===== src/hdl/rtm_pkg.sv =====
// ----------------------------------------------------------------------------
// Rotozoom texture mapper package
// Shared constants, opcodes, register indexes, word types and the frame start
// calculation used by the front end, the back end and the checker.
// ----------------------------------------------------------------------------
package rtm_pkg;

    // Fixed field widths
    localparam int OP_W      = 2;
    localparam int ADDR_W    = 16;
    localparam int DATA_W    = 8;
    localparam int STEP_W    = 16;
    localparam int IDX_W     = 16;
    localparam int CFG_IDX_W = 1;
    localparam int ACC_W     = 32;

    // Screen geometry
    localparam int SCR_W = 320;
    localparam int SCR_H = 200;
    localparam int COL_W = 9;
    localparam int ROW_W = 8;

    // Parameter defaults
    localparam int DEF_TEX_W     = 320;
    localparam int DEF_TEX_H     = 200;
    localparam int DEF_FRAC_BITS = 10;

    // Queue depths (powers of two)
    localparam int MIDQ_DEPTH = 4;
    localparam int OUTQ_DEPTH = 8;

    // Opcodes
    localparam logic [OP_W-1:0] OP_WRITE   = 2'd0;
    localparam logic [OP_W-1:0] OP_RESTART = 2'd1;
    localparam logic [OP_W-1:0] OP_PIXEL   = 2'd2;
    localparam logic [OP_W-1:0] OP_NONE    = 2'd3;

    // Register indexes
    localparam logic [CFG_IDX_W-1:0] REG_COL_STEP_U = 1'b0;
    localparam logic [CFG_IDX_W-1:0] REG_COL_STEP_V = 1'b1;

    // Register reset values
    localparam logic signed [STEP_W-1:0] STEP_U_RESET = 16'sd1024;
    localparam logic signed [STEP_W-1:0] STEP_V_RESET = 16'sd0;

    typedef struct packed {
        logic [ACC_W-1:0] u;
        logic [ACC_W-1:0] v;
    } t_start;

    // Word passed from the front end to the back end
    typedef struct packed {
        logic              is_pix;
        logic [ACC_W-1:0]  acc_u;
        logic [ACC_W-1:0]  acc_v;
        logic [ADDR_W-1:0] texel_address;
        logic [DATA_W-1:0] texel_value;
        logic [IDX_W-1:0]  screen_index;
        logic              end_of_row;
        logic              end_of_frame;
    } t_entry;

    // Result word
    typedef struct packed {
        logic [DATA_W-1:0] pixel_value;
        logic [IDX_W-1:0]  screen_index;
        logic              end_of_row;
        logic              end_of_frame;
    } t_result;

    // Top-left texture position so that the screen centre maps to (160, 100).
    function automatic t_start frame_start(input logic signed [STEP_W-1:0] cu,
                                           input logic signed [STEP_W-1:0] cv,
                                           input int                       frac);
        logic signed [ACC_W-1:0] su;
        logic signed [ACC_W-1:0] sv;
        t_start                  s;
        su  = ACC_W'(cu);
        sv  = ACC_W'(cv);
        s.u = ACC_W'(-(su * (SCR_W / 2)) + sv * (SCR_H / 2) + ((SCR_W / 2) << frac));
        s.v = ACC_W'(-(sv * (SCR_W / 2)) - su * (SCR_H / 2) + ((SCR_H / 2) << frac));
        return s;
    endfunction

endpackage


===== src/hdl/rtm_front.sv =====
// ----------------------------------------------------------------------------
// Rotozoom front end
// Holds the step registers and the walk accumulators, decodes each accepted
// word and hands texel writes and pixel requests to the back end.
// ----------------------------------------------------------------------------
module rtm_front #(
    parameter int TEX_W     = rtm_pkg::DEF_TEX_W,
    parameter int TEX_H     = rtm_pkg::DEF_TEX_H,
    parameter int FRAC_BITS = rtm_pkg::DEF_FRAC_BITS
) (
    input  logic                            i_clk,
    input  logic                            i_rst_n,
    input  logic                            i_accept,
    input  logic [rtm_pkg::OP_W-1:0]        i_opcode,
    input  logic [rtm_pkg::ADDR_W-1:0]      i_texel_address,
    input  logic [rtm_pkg::DATA_W-1:0]      i_texel_value,
    input  logic                            i_cfg_we,
    input  logic [rtm_pkg::CFG_IDX_W-1:0]   i_cfg_idx,
    input  logic [rtm_pkg::STEP_W-1:0]      i_cfg_data,
    output logic                            o_push,
    output rtm_pkg::t_entry                 o_entry
);

    localparam int TEX_SIZE = TEX_W * TEX_H;

    logic signed [rtm_pkg::STEP_W-1:0] r_step_u;
    logic signed [rtm_pkg::STEP_W-1:0] r_step_v;
    logic [rtm_pkg::ACC_W-1:0]         r_row_u;
    logic [rtm_pkg::ACC_W-1:0]         r_row_v;
    logic [rtm_pkg::ACC_W-1:0]         r_pix_u;
    logic [rtm_pkg::ACC_W-1:0]         r_pix_v;
    logic [rtm_pkg::COL_W-1:0]         r_col;
    logic [rtm_pkg::ROW_W-1:0]         r_row;
    logic [rtm_pkg::IDX_W-1:0]         r_scr;

    rtm_pkg::t_start           n_start;
    rtm_pkg::t_start           rst_start;
    logic [rtm_pkg::ACC_W-1:0] step_u;
    logic [rtm_pkg::ACC_W-1:0] step_v;
    logic                      eor;
    logic                      eof;
    logic                      addr_ok;

    assign n_start   = rtm_pkg::frame_start(r_step_u, r_step_v, FRAC_BITS);
    assign rst_start = rtm_pkg::frame_start(rtm_pkg::STEP_U_RESET, rtm_pkg::STEP_V_RESET,
                                            FRAC_BITS);
    assign step_u    = rtm_pkg::ACC_W'(r_step_u);
    assign step_v    = rtm_pkg::ACC_W'(r_step_v);
    assign eor       = (r_col == rtm_pkg::COL_W'(rtm_pkg::SCR_W - 1));
    assign eof       = eor && (r_row == rtm_pkg::ROW_W'(rtm_pkg::SCR_H - 1));
    assign addr_ok   = (32'(i_texel_address) < 32'(TEX_SIZE));

    always_comb begin
        o_entry.is_pix        = (i_opcode == rtm_pkg::OP_PIXEL);
        o_entry.acc_u         = r_pix_u;
        o_entry.acc_v         = r_pix_v;
        o_entry.texel_address = i_texel_address;
        o_entry.texel_value   = i_texel_value;
        o_entry.screen_index  = r_scr;
        o_entry.end_of_row    = eor;
        o_entry.end_of_frame  = eof;
        o_push = i_accept && ((i_opcode == rtm_pkg::OP_PIXEL) ||
                              ((i_opcode == rtm_pkg::OP_WRITE) && addr_ok));
    end

    // Configuration registers
    always_ff @(posedge i_clk) begin
        if (!i_rst_n) begin
            r_step_u <= rtm_pkg::STEP_U_RESET;
            r_step_v <= rtm_pkg::STEP_V_RESET;
        end else if (i_cfg_we) begin
            unique case (i_cfg_idx)
                rtm_pkg::REG_COL_STEP_U: r_step_u <= i_cfg_data;
                rtm_pkg::REG_COL_STEP_V: r_step_v <= i_cfg_data;
            endcase
        end
    end

    // Walk state
    always_ff @(posedge i_clk) begin
        if (!i_rst_n) begin
            r_row_u <= rst_start.u;
            r_row_v <= rst_start.v;
            r_pix_u <= rst_start.u;
            r_pix_v <= rst_start.v;
            r_col   <= '0;
            r_row   <= '0;
            r_scr   <= '0;
        end else if (i_accept) begin
            unique case (i_opcode)
                rtm_pkg::OP_WRITE, rtm_pkg::OP_NONE: begin
                end
                rtm_pkg::OP_RESTART: begin
                    r_row_u <= n_start.u;
                    r_row_v <= n_start.v;
                    r_pix_u <= n_start.u;
                    r_pix_v <= n_start.v;
                    r_col   <= '0;
                    r_row   <= '0;
                    r_scr   <= '0;
                end
                rtm_pkg::OP_PIXEL: begin
                    if (eof) begin
                        r_row_u <= n_start.u;
                        r_row_v <= n_start.v;
                        r_pix_u <= n_start.u;
                        r_pix_v <= n_start.v;
                        r_col   <= '0;
                        r_row   <= '0;
                        r_scr   <= '0;
                    end else if (eor) begin
                        r_row_u <= r_row_u - step_v;
                        r_row_v <= r_row_v + step_u;
                        r_pix_u <= r_row_u - step_v;
                        r_pix_v <= r_row_v + step_u;
                        r_col   <= '0;
                        r_row   <= r_row + 1'b1;
                        r_scr   <= r_scr + 1'b1;
                    end else begin
                        r_pix_u <= r_pix_u + step_u;
                        r_pix_v <= r_pix_v + step_v;
                        r_col   <= r_col + 1'b1;
                        r_scr   <= r_scr + 1'b1;
                    end
                end
            endcase
        end
    end

endmodule


===== config.mk =====
export PLATFORM = sky130hd
export DESIGN_NAME = rtm_front
export DESIGN_NICKNAME = d
export VERILOG_FILES = /design/src/hdl/rtm_pkg.sv /design/src/hdl/rtm_front.sv
export SDC_FILE = /design/constraint.sdc
export NUM_CORES = 1
export LEC_CHECK = 0
export ABC_AREA = 1
export BUFFER_PORTS_ARGS = -buffer_cell sky130_fd_sc_hd__buf_2
export CORE_ASPECT_RATIO = 0.75
export CORE_MARGIN = 5
export CORE_UTILIZATION = 38
export DETAILED_ROUTE_END_ITERATION = 8
export GPL_TIMING_DRIVEN = 1
export PLACE_DENSITY = 0.58
export RECOVER_POWER = 50
export SYNTH_ARGS = -nofsm -noshare
export SYNTH_HDL_FRONTEND = slang
export SYNTH_SLANG_ARGS = --single-unit
export TNS_END_PERCENT = 30

===== constraint.sdc =====
create_clock -name i_clk -period 11.8 [get_ports i_clk]
set_input_delay 1.18 -clock i_clk [delete_from_list [all_inputs] [get_ports i_clk]]
set_output_delay 1.18 -clock i_clk [all_outputs]
set_load 0.1 [all_outputs]

==> impl_metrics.tcl <==
set metrics [dict create \
    fin_nets 4183 \
    cts_buffers 17 \
    hold_ws_ns 0.463 \
    clk_latency_ns 0.48 \
    dieArea_mm2 0.0685 \
    postRouteWirelength_um 94000 \
    initial_core_util_pct 38.6 \
    drc 0 \
    hp-start "r_row_u[24]" \
    ff2ff_setup_slack_ns 5.43 \
    cts_setup_buffers 0 \
    maxSlewHeadroom_pct -134 \
    dpl_worst_slack_ns 5.58 \
    crit_required_ns 12.01 \
    worst_slack_ns 5.43 \
    vias 25500 \
    final_area_mm2 0.0259 \
    worst_pin_slew_ns 3.52 \
    fill_cells 6755 \
    wl_per_cell_um 20.5 \
    grt_pass1_vias 23700 \
    via_per_inst 5.56 \
    ioPinCount 155 \
    cts_sinks 193 \
    globalRouteTotalUtil_pct 26.5 \
    dr.pass1.iters 5 \
    avgSynthCellArea_um2 6.56 \
    grt_pass1_wl_um 143000 \
    cts_tree "done" \
    clk_pin_slew_ns 0.08 \
    path_delay_family "adder cells" \
    status "finished, violations left" \
    min_period_ns 6.37 \
    cts_max_level 4 \
    hold_violations 0 \
    holdBufCountCts 0 \
    die_x_um 301 \
    yosysWarnings 0 \
    violations "max-capacitance violations, max-slew violations" \
    cap_violations 3 \
    antenna_found_initial 1 \
    cellLeakagePower_nw 12.6 \
    worstReg2RegStart "r_step_u[1]" \
    antennaDiodeCount 0 \
    grt_max_degree 78 \
    io_buffers 120 \
    yosys_most_used_dff "dfxtp_1" \
    hp-class "flip-flop to flip-flop" \
    yosys-top-cells-count "790 x nand2_1, 401 x inv_1, 371 x ha_1, 347 x a21oi_1, 323 x nor2_1" \
    cp_max_fo 10 \
    slowest_delay_ns 0.66 \
    dp_hpwl_um 74900 \
    multi_input_area_mm2 0.0181 \
    rows 79 \
    ant_nets 0 \
    cts_buffer_depth 2 \
    yosysSeqAreaShare_pct 16.1 \
    synth-seq-cells 193 \
    synth-edff-count 0 \
    instances_no_fill 4594 \
    synth_top_area_cell "ha_1" \
    die_h_um 228 \
    place_congestion 0.981 \
    start_kind "flip-flop" \
    place_inst 4562 \
    peakVddDrop_v 0.000125 \
    cts_resized 0 \
    critPathBufInv 3 \
    rsz0062_at_grt "false" \
    p_per_area_mw_per_mm2 158 \
    synth_top_cell_area_share_pct 19.3 \
    cts_root_buf "clkbuf_16" \
    setup_viol 0 \
    timing.setup.tns_ns 0 \
    synth_area_mm2 0.0241 \
    worst_path_max_delay_cell "dfxtp_1" \
    arrival_ns 6.58 \
    synthCells 3669 \
    clock.fmax_mhz 157 \
    finClkSkew_ns 0.0170 \
    finalMaxSlewViolations 173 \
    register_area_mm2 0.00386 \
    min_period_over_period_pct 54.0 \
    worstSetupStartpoint "r_step_u[1]" \
    path_common_cell "nand2_1" \
    place_area_mm2 0.0254 \
    synth_most_common_cell "nand2_1" \
    drive_above_1_share_pct 4.27 \
    drt_iter0_drc 2692 \
    end_kind "flip-flop" \
    synthArstFlopShare_pct 0 \
    syn_nets 4121 \
    synthTopCellsByArea "ha_1 19%, dfxtp_1 16%, nand2_1 12%, a21oi_1 7.2%, inv_1 6.3%" \
    globalRouteOverflowTotal 0 \
    syn_to_final_growth_pct 7.85 \
    crit_type "flip-flop to flip-flop" \
    ys_types 59 \
    core_area_mm2 0.0624 \
]
## worst paths after layout
path / to / cells past startpoint
min: r_row_u[24] / 2
max reg2reg: r_pix_v[31] / 29
max: r_pix_v[31] / 29
min reg2reg: r_row_u[24] / 2
## cells in the final DEF (no fill, tap or decap), drive strengths merged, types with 60 or more instances in the layout
cell type and count:
a31oi 60, a21oi 347, clkbuf 108, nand3 240
nor2 335, ha 371, nand2 792, dfxtp 193
inv 421, o21ai 282, xor2 106
## kinds of logic after synthesis
kind of cell | synth area share, %
AND/OR/NAND/NOR | 26.8
flip-flops | 16.1
buffers and inverters | 8.65
XOR/XNOR | 5.72
AO/OA/AOI/OAI | 20.7
adder cells (fa/ha/maj) | 22.1
## stage by stage
stage / utilization (%) / power [mW]
after global placement: 40.8 / 3.42
after CTS: 41.8 / 4.07
after floorplan: - / 2.71
after detailed placement: 40.8 / 3.41
after global routing: 41.6 / 4.41
final: 41.6 / 4.10
## state kept, by name, summed over array words and instances, names as in the netlist
register,flops
r_step_v,16
r_step_u,16
r_row,8
r_row_v,32
r_scr,16
r_row_u,32
r_pix_u,32
r_col,9
r_pix_v,32
## report_power, final
group	switching, mW	leakage, nW	internal, mW	total (mW)
clock network	0.328	0.308	0.329	0.656
registers	0.0897	1.58	0.715	0.805
logic	1.85	10.7	0.793	2.64
total	2.27	12.6	1.84	4.10
## worst min-delay path, cell delays in order, from the launching register on
cell and delay [ns]:
dfxtp_1 0.32, nand2_1 0.06, nand2_1 0.04
## layout make-up
class,count,share of cell area (%)
multi-input cells,2955,69.9
flip-flops and latches,193,14.9
inverters,416,6.02
well taps,850,4.10
repair buffers,148,2.67
clock buffers,17,1.64
clock inverters,15,0.820
## metal layers
| layer | part of all wire [%] | GRT usage [%] |
|---|---|---|
| met1 | 47 | 38.6 |
| met2 | 41 | 39.8 |
| met3 | 8.3 | 4.46 |
| met4 | 3.8 | 8.72 |
| met5 | 0 | 0 |
Note: power is estimated with default switching activity, not from simulation.
