## src/hdl/rtm_fifo.sv

```systemverilog
// ----------------------------------------------------------------------------
// Rotozoom small register queue
// First-word-fall-through queue of flat words, power-of-two depth.
// ----------------------------------------------------------------------------
module rtm_fifo #(
    parameter int WIDTH = 8,
    parameter int DEPTH = 4
) (
    input  logic                       i_clk,
    input  logic                       i_rst_n,
    input  logic                       i_push,
    input  logic [WIDTH-1:0]           i_data,
    input  logic                       i_pop,
    output logic [WIDTH-1:0]           o_data,
    output logic                       o_full,
    output logic                       o_empty
);

    localparam int PW = $clog2(DEPTH);
    localparam int CW = $clog2(DEPTH + 1);

    logic [WIDTH-1:0] r_mem [DEPTH];
    logic [PW-1:0]    r_wp;
    logic [PW-1:0]    r_rp;
    logic [CW-1:0]    r_cnt;
    logic             do_push;
    logic             do_pop;

    assign o_full  = (r_cnt == CW'(DEPTH));
    assign o_empty = (r_cnt == '0);
    assign o_data  = r_mem[r_rp];
    assign do_push = i_push && !o_full;
    assign do_pop  = i_pop && !o_empty;

    always_ff @(posedge i_clk) begin
        if (do_push) begin
            r_mem[r_wp] <= i_data;
        end
    end

    always_ff @(posedge i_clk) begin
        if (!i_rst_n) begin
            r_wp  <= '0;
            r_rp  <= '0;
            r_cnt <= '0;
        end else begin
            if (do_push) begin
                r_wp <= r_wp + 1'b1;
            end
            if (do_pop) begin
                r_rp <= r_rp + 1'b1;
            end
            r_cnt <= r_cnt + CW'(do_push) - CW'(do_pop);
        end
    end

endmodule

```

## config.mk

```make
export PLATFORM = sky130hd
export DESIGN_NAME = rtm_fifo
export DESIGN_NICKNAME = d
export VERILOG_FILES = /design/src/hdl/rtm_fifo.sv
export SDC_FILE = /design/constraint.sdc
export NUM_CORES = 1
export LEC_CHECK = 0
export BUFFER_PORTS_ARGS = -buffer_cell sky130_fd_sc_hd__buf_2
export CORE_ASPECT_RATIO = 1.75
export CORE_MARGIN = 10
export CORE_UTILIZATION = 45
export CTS_CLUSTER_SIZE = 40
export DETAILED_ROUTE_END_ITERATION = 7
export GPL_TIMING_DRIVEN = 0
export SLEW_MARGIN = 20
export SYNTH_ARGS = -nofsm -noshare
export SYNTH_HDL_FRONTEND = slang
export SYNTH_SLANG_ARGS = --single-unit
```

## constraint.sdc

```tcl
create_clock -name i_clk -period 2.98 [get_ports i_clk]
set_clock_uncertainty 0.2 [all_clocks]
set_input_delay 0.149 -clock i_clk [delete_from_list [all_inputs] [get_ports i_clk]]
set_output_delay 0.149 -clock i_clk [all_outputs]
set_load 0.05 [all_outputs]
```

==> Implementation_results.wiki, run 1 <==
{| class="wikitable"
! Metric !! Value
|-
| Status || completed
|-
| Total wire length after detailed routing || 2490 um
|-
| Number of instances in the synthesized netlist || 93
|-
| Clock buffers created by TritonCTS || 5
|-
| Net count after synthesis || 112
|-
| Number of nets with antenna violations after detailed routing || 0
|-
| Share of the cycle needed by the critical path after routing || 80.1%
|-
| Core Region || 3560 um2
|-
| Max FO, Critical Path || 7
|-
| Vias in the first global route || 930
|-
| Max-Cap Viols || 0
|-
| Largest voltage drop on the vdd net || 0.000487 V
|-
| Mean post-synth cell area || 17.7 um2
|-
| Buffer type at the clock tree root || sky130_fd_sc_hd__clkbuf_8
|-
| Category of cells accounting for the largest share of critical-path delay || adder cells
|-
| Ports placed on the boundary || 22
|-
| Fin crit period || 2.39 ns
|-
| Die area || 6560 um2
|-
| Total design power || 1.71 mW
|-
| Transition time at the pin with the least slew margin || 0.500 ns
|-
| Post-route worst hold slack || 0.0649 ns
|-
| Most frequent cells in the layout || 32 x sky130_fd_sc_hd__edfxtp_1, 21 x sky130_fd_sc_hd__buf_2, 9 x sky130_fd_sc_hd__dfxtp_1, 9 x sky130_fd_sc_hd__dlygate4sd3_1, 8 x sky130_fd_sc_hd__mux4_2
|-
| Placement row count || 29
|-
| CP cell instances || nor3b_2 > nor2b_1 > buf_6 > inv_1 > ha_1 > inv_1 > ha_1 > fa_1 > xnor2_1 > xnor2_1 > and2_1
|-
| Initial antenna violation count || 0
|-
| Power per standard cell area || 856 nW/um2
|-
| Drt first-iter violations || 21
|-
| Synthesized cell area || 1640 um2
|-
| Share of Yosys cell area claimed by the top area cell type || 58.5%
|-
| Type of the worst min-delay path || input pin to register
|-
| Detailed-routing iteration count for the pre-antenna-repair pass || 4
|-
| Avg WL per Cell || 14.2 um
|-
| LEAKAGE || 0.734 nW
|-
| Commonest non-fill, non-tap cell in the layout || sky130_fd_sc_hd__edfxtp_1
|-
| Final setup fails || 0
|-
| CTS tree || done
|-
| Dpl hpwl || 1890 um
|-
| DIE WIDTH || 65.7 um
|-
| Postcts setup bufs || 0
|-
| Global-route wire length before repair || 4430 um
|-
| CTS clk-pin slew, worst paths || 0.07 ns
|-
| Unrepaired setup endpoints after global routing || false
|-
| Final sum of negative setup slack || 0 ns
|-
| Max Clock Freq || 0.419 GHz
|-
| Number of cells in the finished layout apart from fillers || 176
|-
| Cts-stage hold buffer count || 9
|-
| Buffer and inverter count on the worst path || 3
|-
| Cell types with the largest area share after synthesis || sky130_fd_sc_hd__edfxtp_1 59%, sky130_fd_sc_hd__dfxtp_1 11%, sky130_fd_sc_hd__mux4_2 11%, sky130_fd_sc_hd__ha_1 4.6%, sky130_fd_sc_hd__and2_1 2.7%
|-
| Maximum single-stage delay on the critical path || 0.37 ns
|-
| Count of buffers from port buffering || 20
|-
| Synth-to-Final Area Change || 21.9%
|-
| Height of the chip || 99.9 um
|-
| Required arrival time at the worst endpoint || 2.97 ns
|-
| Total count of max-transition violations in the final report || 0
|-
| Type of the worst setup path || register to register
|-
| Cell taking the most area after synthesis || sky130_fd_sc_hd__edfxtp_1
|-
| Insertion delay to the later sink of the worst-skew pair || 0.29 ns
|-
| Clock buffer depth || 2
|-
| Starting density of the core || 46.2%
|-
| Yosys warning total || 0
|-
| H-tree levels || 2
|-
| CTS-repair resized insts || 0
|-
| #FFs+latches synth || 41
|-
| Final hold violations || 0
|-
| Worst relative slew slack || 66.7%
|-
| Worst setup EP type || register
|-
| Critical path launch point type || register
|-
| # diodes || 0
|-
| Critical Path Slowest Stage Cell || sky130_fd_sc_hd__fa_1
|-
| DRC || 0
|-
| Cell variety after synth || 20
|-
| Maximum number of pins on one net before global-route repair || 13
|-
| Via-per-instance ratio || 4.66
|-
| Nets || 148
|-
| Placed cell count || 159
|-
| Worst Path Arrival || 2.37 ns
|-
| Seq/Total Area, Yosys || 69.5%
|-
| RePlAce Congestion || 0.651
|-
| Fraction of final layout cells with drive strength greater than 1 || 30.0%
|-
| Number of clock sinks || 41
|-
| Global-route congestion overflow total || 0
|-
| Vias || 820
|-
| Global-route usage over all layers || 8.87%
|}
==> flip-flops by register name, indices dropped and copies added, names as in the netlist, named ones only <==
register / count
r_mem: 32
r_cnt: 3
r_rp: 2
r_wp: 2
==> worst reg2reg max path, delay by kind of cell (launching register included) <==
family | cells | cell delay, ns
AND/OR/NAND/NOR | 3 | 0.46
flip-flops | 1 | 0.34
adder cells (fa/ha/maj) | 3 | 0.81
XOR/XNOR | 2 | 0.27
buffers and inverters | 3 | 0.22
==> worst paths after layout <==
kind                  from  endpoint  slack, ns  cells after the start
setup reg to reg  r_cnt[2]  r_cnt[2]       0.59                     11
setup / recovery  r_cnt[2]  r_cnt[2]       0.59                     11
hold reg to reg    r_rp[1]   r_rp[1]       0.29                      2
hold / removal     i_rst_n   r_wp[0]       0.06                      3
==> layout make-up <==
type	instances	area, um2
Buffer	4	23.8
Multi-Input combinational cell	42	454
Tap cell	46	57.6
Timing Repair Buffer	29	190
Inverter	6	22.5
Fill cell	313	1560
Sequential cell	41	1140
Clock buffer	8	111
==> per-layer routing <==
layer  global-route usage [%]  part of all wire (%)
met5                        0                     0
met4                     4.47                   2.2
met3                     3.12                   5.4
met2                     14.6                    53
met1                     9.66                    39
==> synth_stat cells <==
master                      instances
sky130_fd_sc_hd__o21ai_0            3
sky130_fd_sc_hd__a21boi_1           1
sky130_fd_sc_hd__nor3b_2            1
sky130_fd_sc_hd__inv_1              6
sky130_fd_sc_hd__nor2b_1            2
sky130_fd_sc_hd__and2_1             7
sky130_fd_sc_hd__dfxtp_1            9
sky130_fd_sc_hd__xnor2_1            2
sky130_fd_sc_hd__buf_6              1
sky130_fd_sc_hd__nand4bb_1          1
sky130_fd_sc_hd__mux2i_1            2
sky130_fd_sc_hd__or3_1              1
sky130_fd_sc_hd__ha_1               6
sky130_fd_sc_hd__buf_2              1
sky130_fd_sc_hd__mux4_2             8
sky130_fd_sc_hd__nor3_2             1
sky130_fd_sc_hd__fa_1               1
sky130_fd_sc_hd__clkbuf_1           2
sky130_fd_sc_hd__edfxtp_1          32
sky130_fd_sc_hd__nand2_1            6
==> stage by stage <==
step	util [%]	setup WS [ns]	area (um2)
after CTS	56.3	0.574	2000
after floorplan	-	0.150	1640
after global placement	50.6	0.590	1800
after detailed placement	50.6	0.592	1800
final	56.3	0.592	2000
after global routing	56.3	0.425	2000
==> power breakdown <==
part	total, mW	internal [mW]	switching, mW
clock network	0.408	0.239	0.169
logic	0.569	0.200	0.369
registers	0.735	0.700	0.0348
total	1.71	1.14	0.572
==> cells by family after synthesis <==
group / Yosys count / share of synthesized area, %
flops: 41 / 69.5
simple gates: 19 / 7.24
buf+inv: 10 / 2.82
mux: 10 / 12.2
fa+ha+maj: 7 / 5.79
compound gates: 4 / 1.37
xor+xnor: 2 / 1.07
No activity file was read; power rests on OpenSTA's default activity.
==> inputs of run 2 (changes only) <==
PLACE_DENSITY = 0.67   (was not set)
clock period = 2 ns   (was 2.98 ns; I/O delays follow)
==> Implementation_results.wiki, run 2 (synthesized netlist as in run 1, its figures left out) <==
{| class="wikitable"
! Metric !! Value
|-
| Status || finished with violations
|-
| Violations in the final reports || negative setup slack
|-
| Fraction of final layout cells with drive strength greater than 1 || 40.6% (+11 points)
|-
| Core Region || 3560 um2 (unchanged)
|-
| Max Clock Freq || 0.433 GHz (+3.3%)
|-
| Placement row count || 29 (unchanged)
|-
| Final hold violations || 0 (unchanged)
|-
| Commonest non-fill, non-tap cell in the layout || sky130_fd_sc_hd__edfxtp_1
|-
| Worst setup EP type || register
|-
| Type of the worst min-delay path || input pin to register
|-
| Transition time at the pin with the least slew margin || 0.406 ns (-0.0939 ns)
|-
| Largest register FFs || 32 (unchanged)
|-
| RePlAce Congestion || 0.702 (+7.9%)
|-
| Ports placed on the boundary || 22 (unchanged)
|-
| Smallest setup slack after layout || -0.312 ns (-0.904 ns)
|-
| Global-route wire length before repair || 4490 um (+1.3%)
|-
| Required arrival time at the worst endpoint || 1.97 ns (-1.00 ns)
|-
| LEAKAGE || 0.755 nW (+2.8%)
|-
| Placed cell area || 1820 um2 (+1.1%)
|-
| Clock buffers created by TritonCTS || 5 (unchanged)
|-
| Maximum single-stage delay on the critical path || 0.36 ns (about the same)
|-
| Final non-filler cell area || 2080 um2 (+4.1%)
|-
| Largest voltage drop on the vdd net || 0.000861 V (+77%)
|-
| Die area || 6560 um2 (unchanged)
|-
| Count of buffers from port buffering || 20 (unchanged)
|-
| Drt first-iter violations || 21 (unchanged)
|-
| Max FO, Critical Path || 3 (-4)
|-
| Vias in the first global route || 930 (unchanged)
|-
| Register ranked first by flip-flop count || r_mem
|-
| Nets || 151 (+2.0%)
|-
| Largest registers ranked by flip-flop count || r_mem: 32 flops, r_cnt: 3 flops
|-
| Height of the chip || 99.9 um (unchanged)
|-
| Number of clock sinks || 41 (unchanged)
|-
| CP cell instances || nor3b_4 > nor2b_1 > buf_6 > inv_4 > ha_4 > inv_2 > ha_4 > fa_2 > xnor2_2 > xnor2_1 > and2_1
|-
| Buffer type at the clock tree root || sky130_fd_sc_hd__clkbuf_8
|-
| Total count of max-transition violations in the final report || 0 (unchanged)
|-
| Share of the cycle needed by the critical path after routing || 116% (+35 points)
|-
| Number of nets with antenna violations after detailed routing || 0 (unchanged)
|-
| Via-per-instance ratio || 4.87 (+4.4%)
|-
| H-tree levels || 2 (unchanged)
|-
| Initial antenna violation count || 0 (unchanged)
|-
| Count of filler cells inserted in the layout || 293 (-6.4%)
|-
| Global-route usage over all layers || 9.22% (+0.35 points)
|-
| Final setup fails || 2 (+2)
|-
| Clock buffer depth || 2 (unchanged)
|-
| Critical path launch point type || register
|-
| CTS tree || done
|-
| Worst relative slew slack || 72.9% (+6.2 points)
|-
| Detailed-routing iteration count for the pre-antenna-repair pass || 4 (unchanged)
|-
| DRC || 0 (unchanged)
|-
| # diodes || 0 (unchanged)
|-
| Vias || 871 (+6.2%)
|-
| Critical Path Slowest Stage Cell || sky130_fd_sc_hd__dfxtp_4
|-
| Power per standard cell area || 1270 nW/um2 (+49%)
|-
| CTS clk-pin slew, worst paths || 0.07 ns (about the same)
|-
| Starting density of the core || 46.2% (unchanged)
|-
| CP dominant cell by count || sky130_fd_sc_hd__ha_4
|-
| DIE WIDTH || 65.7 um (unchanged)
|-
| Final sum of negative setup slack || -0.415 ns (-0.415 ns)
|-
| Maximum number of pins on one net before global-route repair || 14 (+1)
|-
| Unrepaired setup endpoints after global routing || true
|-
| Dpl hpwl || 1890 um (-0.13%)
|-
| Type of the worst setup path || register to register
|-
| Insertion delay to the later sink of the worst-skew pair || 0.28 ns (about the same)
|-
| Avg WL per Cell || 14.8 um (+4.6%)
|-
| Most frequent cells in the layout || 32 x sky130_fd_sc_hd__edfxtp_1, 20 x sky130_fd_sc_hd__buf_2, 10 x sky130_fd_sc_hd__dlygate4sd3_1
|-
| Synth-to-Final Area Change || 26.9%
|-
| Max-Cap Viols || 0 (unchanged)
|-
| Total wire length after detailed routing || 2650 um (+6.4%)
|-
| Global-route congestion overflow total || 0 (unchanged)
|-
| Fin crit period || 2.31 ns (-0.0757 ns)
|-
| Worst Path Arrival || 2.28 ns (-0.09 ns)
|}
[run 2: cell count changes in the layout (fill, tap and decap cells not counted), sizes merged]
| cell | change |
|---|---|
| buf | +2 |
| clkbuf | -1 |
| clkinv | +1 |
| dlygate4sd3 | +1 |
[run 2: path summary, 6_finish.rpt]
path                               start        to  slack, ns  cells past startpoint
worst min register to register   r_rp[1]   r_rp[1]       0.29                      2
worst max-delay path            r_cnt[2]  r_cnt[2]      -0.31                     11
worst min-delay path             i_rst_n   r_wp[1]       0.02                      3
worst max register to register  r_cnt[2]  r_cnt[2]      -0.31                     11
[run 2: layout make-up]
cell class / instances / area, um2 / share of cell area (%)
Buffer: 3 / 22.5 / 1.08
Clock buffer: 7 / 97.6 / 4.68
Sequential cell: 41 / 1150 / 55.1
Multi-Input combinational cell: 42 / 505 / 24.3
Tap cell: 46 / 57.6 / 2.76
Timing Repair Buffer: 33 / 223 / 10.7
Clock inverter: 1 / 5.00 / 0.240
Inverter: 6 / 25.0 / 1.20
[run 2: what timing repair did]
action                     4_1_cts  5_1_grt
resized for setup                6        5
hold buffers                    10        0
setup endpoints to repair        2       10
setup buffers                    1        2
hold endpoints to repair        36        0
[run 2: where the power goes]
| part | leakage [nW] | total, mW | internal, mW | switching (mW) |
|---|---|---|---|---|
| clock network | 0.0534 | 0.572 | 0.320 | 0.252 |
| registers | 0.368 | 1.13 | 1.05 | 0.0771 |
| logic | 0.333 | 0.949 | 0.375 | 0.574 |
[run 2: metrics by stage]
| stage | total power, mW | hold WS [ns] | cells | util (%) | worst slack (ns) |
|---|---|---|---|---|---|
| after floorplan | 1.82 | -0.00113 | 93 | - | -0.516 |
| after global placement | 1.98 | 0.109 | 159 | 51.2 | -0.300 |
| after detailed placement | 2.01 | 0.120 | 159 | 51.2 | -0.333 |
| after CTS | 2.65 | 0.0241 | 178 | 57.9 | -0.280 |
| after global routing | 2.80 | 0.0590 | 179 | 58.6 | -0.418 |
| final | 2.65 | 0.0203 | 179 | 58.6 | -0.312 |
[run 2: layer usage]
metal  up-vias  track usage [%]  share of wire [%]
met5         -                0                  0
met3         4             3.68                3.9
met2        19             16.4                 57
met4         0             5.46                1.7
li1        419                -                  -
met1       429             8.32                 37
[run 2: worst max-delay path, delay by kind of cell (launching register included)]
kind	cells	cell delay (ns)
XOR/XNOR	2	0.26
adder cells (fa/ha/maj)	3	0.75
buffers and inverters	3	0.19
flip-flops	1	0.36
AND/OR/NAND/NOR	3	0.44
